==> config.mk <==
export PLATFORM = sky130hd
export DESIGN_NAME = tmhq_fifo
export DESIGN_NICKNAME = d
export VERILOG_FILES = /design/src/hw/rtl/tmhq_pkg.sv /design/src/hw/rtl/tmhq_fifo.sv
export SDC_FILE = /design/constraint.sdc
export NUM_CORES = 1
export LEC_CHECK = 0
export ABC_AREA = 1
export BUFFER_PORTS_ARGS = -buffer_cell sky130_fd_sc_hd__buf_2
export CORE_MARGIN = 4
export CORE_UTILIZATION = 47
export CTS_CLUSTER_DIAMETER = 120
export DETAILED_ROUTE_END_ITERATION = 8
export GPL_ROUTABILITY_DRIVEN = 0
export GPL_TIMING_DRIVEN = 0
export PLACE_DENSITY = 0.76
export RECOVER_POWER = 100
export SYNTH_ARGS = -nofsm -noshare
export SYNTH_HDL_FRONTEND = slang
export SYNTH_SLANG_ARGS = --single-unit
==> constraint.sdc <==
create_clock -name clk -period 4.2 [get_ports clk]
set_input_delay 0 -clock clk [delete_from_list [all_inputs] [get_ports clk]]
set_output_delay 0 -clock clk [all_outputs]
set_load 0.01 [all_outputs]
==> src/hw/rtl/tmhq_pkg.sv <==
// timer min-heap queue: shared types, codes and the wrap-aware time compare
// no dependencies
package tmhq_pkg;

	localparam int TIME_BITS = 32;

	typedef logic [TIME_BITS-1:0] tm_t;

	localparam logic [2:0] FUNC_ADD    = 3'd0;
	localparam logic [2:0] FUNC_FIRE   = 3'd1;
	localparam logic [2:0] FUNC_ADJUST = 3'd2;
	localparam logic [2:0] FUNC_SWEEP  = 3'd3;
	localparam logic [2:0] FUNC_CLEAR  = 3'd4;

	localparam logic [1:0] KIND_ACK   = 2'd0;
	localparam logic [1:0] KIND_FIRED = 2'd1;
	localparam logic [1:0] KIND_SUM   = 2'd2;

	localparam logic [1:0] STAT_OK     = 2'd0;
	localparam logic [1:0] STAT_ABSENT = 2'd1;
	localparam logic [1:0] STAT_FULL   = 2'd2;

	typedef enum logic [2:0] {
		OP_ADD,
		OP_FIRE,
		OP_ADJUST,
		OP_SWEEP,
		OP_CLEAR,
		OP_NOP
	} op_t;

	typedef struct packed {
		op_t        op;
		logic       in_range;
		logic [7:0] id;
		tm_t        expiry;
		tm_t        now;
	} cmd_t;

	typedef struct packed {
		logic [1:0]         kind;
		logic [7:0]         id;
		logic [1:0]         status;
		logic signed [31:0] delay;
		logic               last;
	} rsp_t;

	typedef enum logic [3:0] {
		S_IDLE,
		S_DISP,
		S_LRD,
		S_LLD,
		S_DRD,
		S_DCMP,
		S_URD,
		S_UCMP,
		S_FIN,
		S_SWP,
		S_SWC,
		S_EMIT
	} state_t;

	function automatic logic earlier(tm_t a, tm_t b);
		tm_t d;
		d = a - b;
		return d[TIME_BITS-1];
	endfunction

endpackage

==> src/hw/rtl/tmhq_fifo.sv <==
// timer min-heap queue: two-entry command queue between front and back
// depends on tmhq_pkg
module tmhq_fifo (
	input  logic           clk,
	input  logic           arst_n,
	input  logic           push_valid,
	output logic           push_ready,
	input  tmhq_pkg::cmd_t push_data,
	output logic           pop_valid,
	input  logic           pop_ready,
	output tmhq_pkg::cmd_t pop_data
);
	import tmhq_pkg::*;

	cmd_t       entry_q [2];
	logic       wr_ptr_q;
	logic       rd_ptr_q;
	logic [1:0] cnt_q;
	logic       do_push;
	logic       do_pop;

	assign push_ready = (cnt_q != 2'd2);
	assign pop_valid  = (cnt_q != 2'd0);
	assign pop_data   = entry_q[rd_ptr_q];
	assign do_push    = push_valid && push_ready;
	assign do_pop     = pop_valid && pop_ready;

	always_ff @(posedge clk or negedge arst_n) begin
		if (!arst_n) begin
			wr_ptr_q <= 1'b0;
			rd_ptr_q <= 1'b0;
			cnt_q    <= 2'd0;
		end else begin
			if (do_push) wr_ptr_q <= ~wr_ptr_q;
			if (do_pop) rd_ptr_q <= ~rd_ptr_q;
			cnt_q <= cnt_q + {1'b0, do_push} - {1'b0, do_pop};
		end
	end

	always_ff @(posedge clk) begin
		if (do_push) entry_q[wr_ptr_q] <= push_data;
	end

endmodule

==> reports/results.ini <==
[clock_network]
clockBufferDepth=2
cts.sinks=156
h-tree-depth=4
tritoncts=done
cts-resized-gates=0
cts_made_buffers=17
clockRootBuffer=clkbuf_16
cts_setup_buffers=0
cts.reportedPaths.clkPinSlew_ps=60
clock_latency_ps=410
ctsHoldBuffers=80

[die]
die_x_um=119
fp.dieArea_um2=14100
rows=40
io_pins=158
die_y_um=119
start_util_pct=48.1
core_um2=12000

[pwr]
peakVddDrop_uv=401
swShare_pct=34.0
combPwrFrac_pct=31.3
intPower_mw=3.49
power_mw=5.29
netSwitchingPower_mw=1.80
pwr_density_cell_nw_per_um2=665
seqPwrFrac_pct=41.6
leakage_nw=3.16
pwr-share-clk_pct=27.1

[sta]
fin_ws_ps=1780
period_minus_slack_ps=2420
finalSetupViolCount=0
rsz0062_at_grt=no
finalSetupTns_ps=0
hold_violations=0
tightest_slew_ps=1440
final.setup_skew_ps=4.63
slew_violations=0
clock.fmax_ghz=0.413
final_min_period_over_clock_period_pct=57.7
maxSlewHeadroom_pct=3.92

[synthesis]
ys_types=11
synthTopCellsByArea=edfxtp_1, nand2_1, dfrtp_1
async_flop_share_pct=2.56
synth_common_cells=nand2_1, edfxtp_1, buf_2
synth-seq-area-share_pct=80.8
synth_warnings=0
synth_nets=511
synth_area_um2=5770
synth-seq-cells=156
synth_top_cell_by_area=edfxtp_1
synth_area_per_cell_um2=13.5
ys.flop_type=edfxtp_1
yosysMostFrequentCell=nand2_1
netlist.area_leader.share_pct=79.1
netlist_instances=429
synth_edf_count=152

[global_route]
grt.busiest_layer=met2
use_met2_pct=33.9
grt_pass1_wl_mm=21.2
grt_max_degree=42
grt_pass1_vias=4250
antenna_found_initial=0
grt_overflow_total=0
use_met1_pct=22.0
grtUsageTotal_pct=19.2
grt_use_met3_pct=5.79

[layout]
fill_cells=920
num-nets-final=770
seq_area_um2=4660
final_util_pct=66.3
syn_to_final_growth_pct=37.9
multi_input_area_um2=948
fin_area_um2=7960
layout-drive-gt1-share_pct=10.0
antenna_cells=0

[critical_path]
crit_fanout=10
arrival_ps=2420
critical_path.endpoint_type=output port
crit_top_cell=clkbuf_1
slowest_delay_ps=450
crit_chain=clkbuf_1 > clkinvlp_2 > clkbuf_1 > clkbuf_1 > nand2_1 > nand2_1 > clkbuf_1
critPathSlowestCell=clkbuf_1
crit_required_ps=4200
start_kind=flop
crit_type=flop to output port

[placement]
dp_hpwl_mm=7.67
pre_cts_ws_ps=2460
io_buffers=157
placed_area_um2=6810

[routing]
wirelength_mm=12.8
drt_iter0_markers=236
antenna_left=0
avgViaCountPerCell=4.77
drt-pass1-iter-count=4
vias=4040
drc_errors=0
wl_per_cell_um=15.2

[flow_run]
max_cap_viol_count=0

[run_status]
status=finished, final reports clean

[hold_path]
hp-class=input port to flop

[layer usage]
metal  vias to the layer above  share of wire, %
li1                       1956                 -
met1                      1906                39
met2                       157                52
met3                        21               6.7
met4                         0               1.7
met5                         -                 0
[through the flow]
stage	hold slack, ps	cells
2_1_floorplan	-296	429
3_3_place_gp	-193	733
3_5_place_dp	-188	736
4_1_cts	282	847
5_1_grt	296	847
6_report	305	847
[cell type report]
| cell class | count | area share, % |
|---|---|---|
| sequential | 156 | 58.6 |
| timing repair buffer | 240 | 18.7 |
| multi-input combinational | 247 | 11.9 |
| clock buffer | 17 | 5.34 |
| tap | 147 | 2.31 |
| clock inverter | 14 | 1.63 |
| buffer | 17 | 1.05 |
| inverter | 9 | 0.472 |
[critical path: cells and delay by family, from the launching register on]
kind	cells	cell delay, ps
and+or+nand+nor	2	240
buffers and inverters	5	1410
DFF	1	350
[cells by family (layout without fill, tap and decap cells)]
logic type	Yosys count	count (layout)	share of synthesized area, %
buf+inv	26	297	2.77
fa+ha+maj	2	2	0.433
simple gates	245	245	16.0
flops	156	156	80.8
[layout by cell type, fill, tap and decap left out, drive strengths merged]
cell         Yosys  routed
nand2          241     241
clkbuf           0     156
edfxtp         152     152
dlygate4sd3      0      80
buf             17      38
inv              9       8
clkinv           0       7
clkinvlp         0       6
dfrtp            4       4
nand3            3       3
ha               2       2
bufinv           0       2
nor2             1       1
[worst paths after layout]
| path | start | cells after the start | end | slack, ps |
|---|---|---|---|---|
| max | rd_ptr_q | 7 | pop_data[52] | 1780 |
| max reg2reg | cnt_q[0] | 5 | entry_q[1][34] | 1820 |
| min reg2reg | wr_ptr_q | 2 | wr_ptr_q | 480 |
| max in group asynchronous | arst_n | 3 | cnt_q[0] | 3520 |
| min in group asynchronous | arst_n | 3 | wr_ptr_q | 500 |
| min | push_data[73] | 2 | entry_q[1][73] | 310 |
[state kept, by name (all words and copies together) (netlist names)]
signal	flops
entry_q	152
cnt_q	2
rd_ptr_q	1
wr_ptr_q	1
[power by group through the flow]
stage | registers (mW) | clock network [mW] | logic, mW
6_report | 2.20 | 1.43 | 1.65
2_1_floorplan | 2.23 | 0 | 1.00
5_1_grt | 2.23 | 1.53 | 1.86
3_5_place_dp | 2.23 | 0 | 1.73
4_1_cts | 2.20 | 1.45 | 1.80
3_3_place_gp | 2.26 | 0 | 1.65
Note: power is estimated with default switching activity, not from simulation.
