### config.mk
export PLATFORM = sky130hd
export DESIGN_NAME = tmhq_front_flat
export DESIGN_NICKNAME = d
export VERILOG_FILES = /design/src/hw/rtl/tmhq_pkg.sv /design/src/hw/rtl/tmhq_chan_if.sv /design/src/hw/rtl/tmhq_front.sv /design/src/flat_wrapper.sv
export SDC_FILE = /design/constraint.sdc
export NUM_CORES = 1
export LEC_CHECK = 0
export BUFFER_PORTS_ARGS = -buffer_cell sky130_fd_sc_hd__buf_2
export CAP_MARGIN = 5
export CORE_UTILIZATION = 39
export DETAILED_ROUTE_END_ITERATION = 10
export PLACE_DENSITY_LB_ADDON = 0.15
export SLEW_MARGIN = 25
export SYNTH_ARGS = -nofsm -noshare
export SYNTH_HDL_FRONTEND = slang
export SYNTH_SLANG_ARGS = --single-unit
### constraint.sdc
create_clock -name vclk -period 3.2
set_input_delay 0.16 -clock vclk [all_inputs]
set_output_delay 0.16 -clock vclk [all_outputs]
set_load 0.005 [all_outputs]
### src/hw/rtl/tmhq_pkg.sv
// timer min-heap queue: shared types, codes and the wrap-aware time compare
// no dependencies
package tmhq_pkg;

	localparam int TIME_BITS = 32;

	typedef logic [TIME_BITS-1:0] tm_t;

	localparam logic [2:0] FUNC_ADD    = 3'd0;
	localparam logic [2:0] FUNC_FIRE   = 3'd1;
	localparam logic [2:0] FUNC_ADJUST = 3'd2;
	localparam logic [2:0] FUNC_SWEEP  = 3'd3;
	localparam logic [2:0] FUNC_CLEAR  = 3'd4;

	localparam logic [1:0] KIND_ACK   = 2'd0;
	localparam logic [1:0] KIND_FIRED = 2'd1;
	localparam logic [1:0] KIND_SUM   = 2'd2;

	localparam logic [1:0] STAT_OK     = 2'd0;
	localparam logic [1:0] STAT_ABSENT = 2'd1;
	localparam logic [1:0] STAT_FULL   = 2'd2;

	typedef enum logic [2:0] {
		OP_ADD,
		OP_FIRE,
		OP_ADJUST,
		OP_SWEEP,
		OP_CLEAR,
		OP_NOP
	} op_t;

	typedef struct packed {
		op_t        op;
		logic       in_range;
		logic [7:0] id;
		tm_t        expiry;
		tm_t        now;
	} cmd_t;

	typedef struct packed {
		logic [1:0]         kind;
		logic [7:0]         id;
		logic [1:0]         status;
		logic signed [31:0] delay;
		logic               last;
	} rsp_t;

	typedef enum logic [3:0] {
		S_IDLE,
		S_DISP,
		S_LRD,
		S_LLD,
		S_DRD,
		S_DCMP,
		S_URD,
		S_UCMP,
		S_FIN,
		S_SWP,
		S_SWC,
		S_EMIT
	} state_t;

	function automatic logic earlier(tm_t a, tm_t b);
		tm_t d;
		d = a - b;
		return d[TIME_BITS-1];
	endfunction

endpackage

### src/hw/rtl/tmhq_chan_if.sv
// timer min-heap queue: valid/ready channel interfaces for request and result items
// no dependencies
interface tmhq_in_if;
	logic        valid;
	logic        ready;
	logic [2:0]  func;
	logic [7:0]  timer_id;
	logic [30:0] timeout_ms;
	logic [31:0] now_ms;

	modport source(output valid, func, timer_id, timeout_ms, now_ms, input ready);
	modport sink(input valid, func, timer_id, timeout_ms, now_ms, output ready);
endinterface


### src/hw/rtl/tmhq_front.sv
// timer min-heap queue front: takes request items, decodes the operation,
// computes the expiry and the id range check; depends on tmhq_pkg, tmhq_in_if
module tmhq_front #(
	parameter int ID_COUNT = 256
) (
	tmhq_in_if.sink         req,
	output logic            push_valid,
	input  logic            push_ready,
	output tmhq_pkg::cmd_t  push_data
);
	import tmhq_pkg::*;

	op_t op;

	always_comb begin
		unique case (req.func)
			FUNC_ADD:    op = OP_ADD;
			FUNC_FIRE:   op = OP_FIRE;
			FUNC_ADJUST: op = OP_ADJUST;
			FUNC_SWEEP:  op = OP_SWEEP;
			FUNC_CLEAR:  op = OP_CLEAR;
			default:     op = OP_NOP;
		endcase
	end

	assign push_valid         = req.valid;
	assign req.ready          = push_ready;
	assign push_data.op       = op;
	assign push_data.in_range = (32'(req.timer_id) < 32'(ID_COUNT));
	assign push_data.id       = req.timer_id;
	assign push_data.expiry   = req.now_ms + {1'b0, req.timeout_ms};
	assign push_data.now      = req.now_ms;

endmodule

### src/flat_wrapper.sv
// flat-port wrapper written by rule: the top's interface ports become plain ports
module tmhq_front_flat import tmhq_pkg::*;
#(
	parameter int ID_COUNT = 256
)
  (push_valid, push_ready, push_data, req_valid, req_func, req_timer_id, req_timeout_ms, req_now_ms, req_ready);
  tmhq_in_if req_i ();
  output logic push_valid;
  input  logic push_ready;
  output tmhq_pkg::cmd_t push_data;
  input wire logic [$bits(req_i.valid)-1:0] req_valid;
  input wire logic [$bits(req_i.func)-1:0] req_func;
  input wire logic [$bits(req_i.timer_id)-1:0] req_timer_id;
  input wire logic [$bits(req_i.timeout_ms)-1:0] req_timeout_ms;
  input wire logic [$bits(req_i.now_ms)-1:0] req_now_ms;
  output wire logic [$bits(req_i.ready)-1:0] req_ready;
  assign req_i.valid = req_valid;
  assign req_i.func = req_func;
  assign req_i.timer_id = req_timer_id;
  assign req_i.timeout_ms = req_timeout_ms;
  assign req_i.now_ms = req_now_ms;
  assign req_ready = req_i.ready;
  tmhq_front #(.ID_COUNT(ID_COUNT)) u_core (.req(req_i), .push_valid(push_valid), .push_ready(push_ready), .push_data(push_data));
endmodule
==> results.py <==
metrics = {
    "yosys": {
        "synth_compound_area_share_pct": 32.3,
        "synthCells": 275,
        "synth-simple-area-share_pct": 17.4,
        "muxShareOfSynthArea_pct": 0,
        "syn_nets": 383,
        "synth.cell_area_um2": 1970,
        "ys_seq_area_share_pct": 0,
        "synth_fa_ha_area_share_pct": 20.7,
        "yosysWarnings": 0,
        "avgSynthCellArea_um2": 7.18,
        "synth.distinct_cells": 47,
        "synth_top_family_by_area": "compound AO/OA/AOI/OAI gates",
        "synth_xor_area_share_pct": 12.0,
    },
    "sta": {
        "maxSlewViolCount": 0,
        "post-route-period-util_pct": 79.9,
        "setup_viol": 0,
        "worst_slack_ns": 0.643,
        "fin_setup_tns_ns": 0,
        "fin_crit_ns": 2.56,
        "rsz0062_at_grt": "no",
        "max_freq_mhz": 391,
        "finalHoldViolations": 0,
    },
    "global_routing": {
        "grt_pass1_wl_um": 7580,
        "antenna_found_initial": 0,
        "grtUsageMet3_pct": 0.691,
        "use_met1_pct": 23.9,
        "use_met2_pct": 28.8,
        "grt_remaining_overflow": 0,
        "grt_max_degree": 9,
        "grt_pass1_vias": 1793,
        "grt_busiest_layer": "met2",
        "track_usage_pct": 16.6,
    },
    "detailed_routing": {
        "drt-pass1-iter-count": 4,
        "drtIter0Drc": 60,
        "vias": 2165,
        "remaining_drc_errors": 0,
        "vias_per_cell": 5.08,
        "ant_nets": 0,
        "wirelength_um": 4700,
        "avgRoutedWirePerCell_um": 11.0,
    },
    "hold_path": {
        "hold_depth": 0,
        "hp-start": "req_timer_id[0]",
        "min_path_type": "primary input to output pin",
    },
    "floorplanning": {
        "ios": 154,
        "core_area_um2": 4790,
        "initial_core_util_pct": 41.3,
        "die_w_um": 73.2,
        "dieArea_um2": 5350,
        "fp.dieH_um": 73.2,
        "rows": 25,
    },
    "finish": {
        "drive_above_1_share_pct": 40.7,
        "mostFrequentLayoutCells": "buf_2, a21oi_1, ha_1, nand2_1, xnor2_1",
        "areaGrowthSynthToFinish_pct": 20.4,
        "nFlopsAndLatches": 0,
        "fin_nets": 469,
        "final_common_cell": "buf_2",
        "clkbuf_count": 0,
        "diodes": 0,
        "postLayoutCellArea_um2": 2380,
        "ff_latch_area_um2": 0,
        "layout.cells.non_filler": 426,
    },
    "worst_setup_path": {
        "cp_data_arrival_time_ns": 2.40,
        "cp_cell_sequence": "buf_2 > ha_1 > fa_1 > a21oi_1 > nor2_1 > o21ai_0 > a21oi_1 > or2_2 > a41oi_1 > xnor2_1 > buf_2",
        "endpoint_kind": "output pin",
        "startpoint": "req_now_ms[0]",
        "crit_type": "primary input to output pin",
        "slowest_delay_ns": 0.41,
        "crit_slowest_cell": "fa_1",
        "start_kind": "primary input",
        "crit_required_ns": 3.04,
        "path_max_fanout": 3,
    },
    "clock_tree": {
        "post_cts_resized": 0,
        "postCtsSetupBuffers": 0,
        "cts_hold_buf": 0,
    },
    "placed_design": {
        "place_area_um2": 2380,
        "dp_hpwl_um": 4080,
        "gp_congestion": 0.784,
        "port_buffers": 133,
        "post-place-ws_ns": 0.652,
        "dp_cells": 426,
    },
    "pwr": {
        "p_leak_nw": 1.24,
        "power_density_nw_per_um2": 215,
        "vdd_drop_max_mv": 0.0989,
        "power_mw": 0.511,
    },
    "run": {
        "maxCapViolCount": 0,
    },
    "outcome": {
        "outcome": "complete, no violations",
    },
}
[cells by family (layout without fill, tap and decap cells)]
group | count (synthesis) | count (layout)
other cells | 1 | 1
simple gates | 71 | 71
fa+ha+maj | 32 | 32
compound gates | 95 | 95
xor+xnor | 27 | 27
buf+inv | 49 | 133
[cell type report]
class,instances,area [um^2]
fillers,487,2410
repair buffers,133,666
multi-input cells,226,1630
well taps,67,83.8
[synthesized netlist by cell type (5+ instances only)]
master,count,area (um^2)
clkbuf_1,5,18.8
xor2_1,10,87.6
nand3_1,10,50.1
buf_4,43,323
a21oi_1,34,170
xnor2_1,17,149
and3_1,5,31.3
o21ai_0,14,70.1
ha_1,31,388
nor2_1,15,56.3
nor2b_1,5,31.3
nand2_1,21,78.8
a21o_1,12,90.1
[per-stage QoR]
step	util [%]	hold slack, ns
finish	49.7	0.320
global route	49.7	0.320
CTS	49.7	0.320
detailed placement	49.7	0.320
global placement	49.7	0.320
floorplan	-	0.350
[per-layer routing]
| layer | vias up | share of wire (%) |
|---|---|---|
| li1 | 1138 | - |
| met3 | 0 | 6.6 |
| met4 | 0 | 0 |
| met5 | - | 0 |
| met2 | 84 | 44 |
| met1 | 943 | 50 |
[power breakdown]
part | leakage (nW) | total, mW | switching, mW | internal [mW]
Combinational | 1.24 | 0.511 | 0.260 | 0.251
Sequential | 0 | 0 | 0 | 0
Clock | 0 | 0 | 0 | 0
Total | 1.24 | 0.511 | 0.260 | 0.251
[critical path, delay by kind of cell]
family | cells | cell delay, ns
compound gates | 4 | 0.81
fa+ha+maj | 2 | 0.64
simple gates | 2 | 0.40
buf+inv | 2 | 0.23
xor+xnor | 1 | 0.15
[path summary, 6_finish.rpt]
| kind | endpoint | slack (ns) |
|---|---|---|
| setup / recovery | push_data[50] | 0.64 |
| hold / removal | push_data[64] | 0.32 |
No activity file was read; power rests on OpenSTA's default activity.
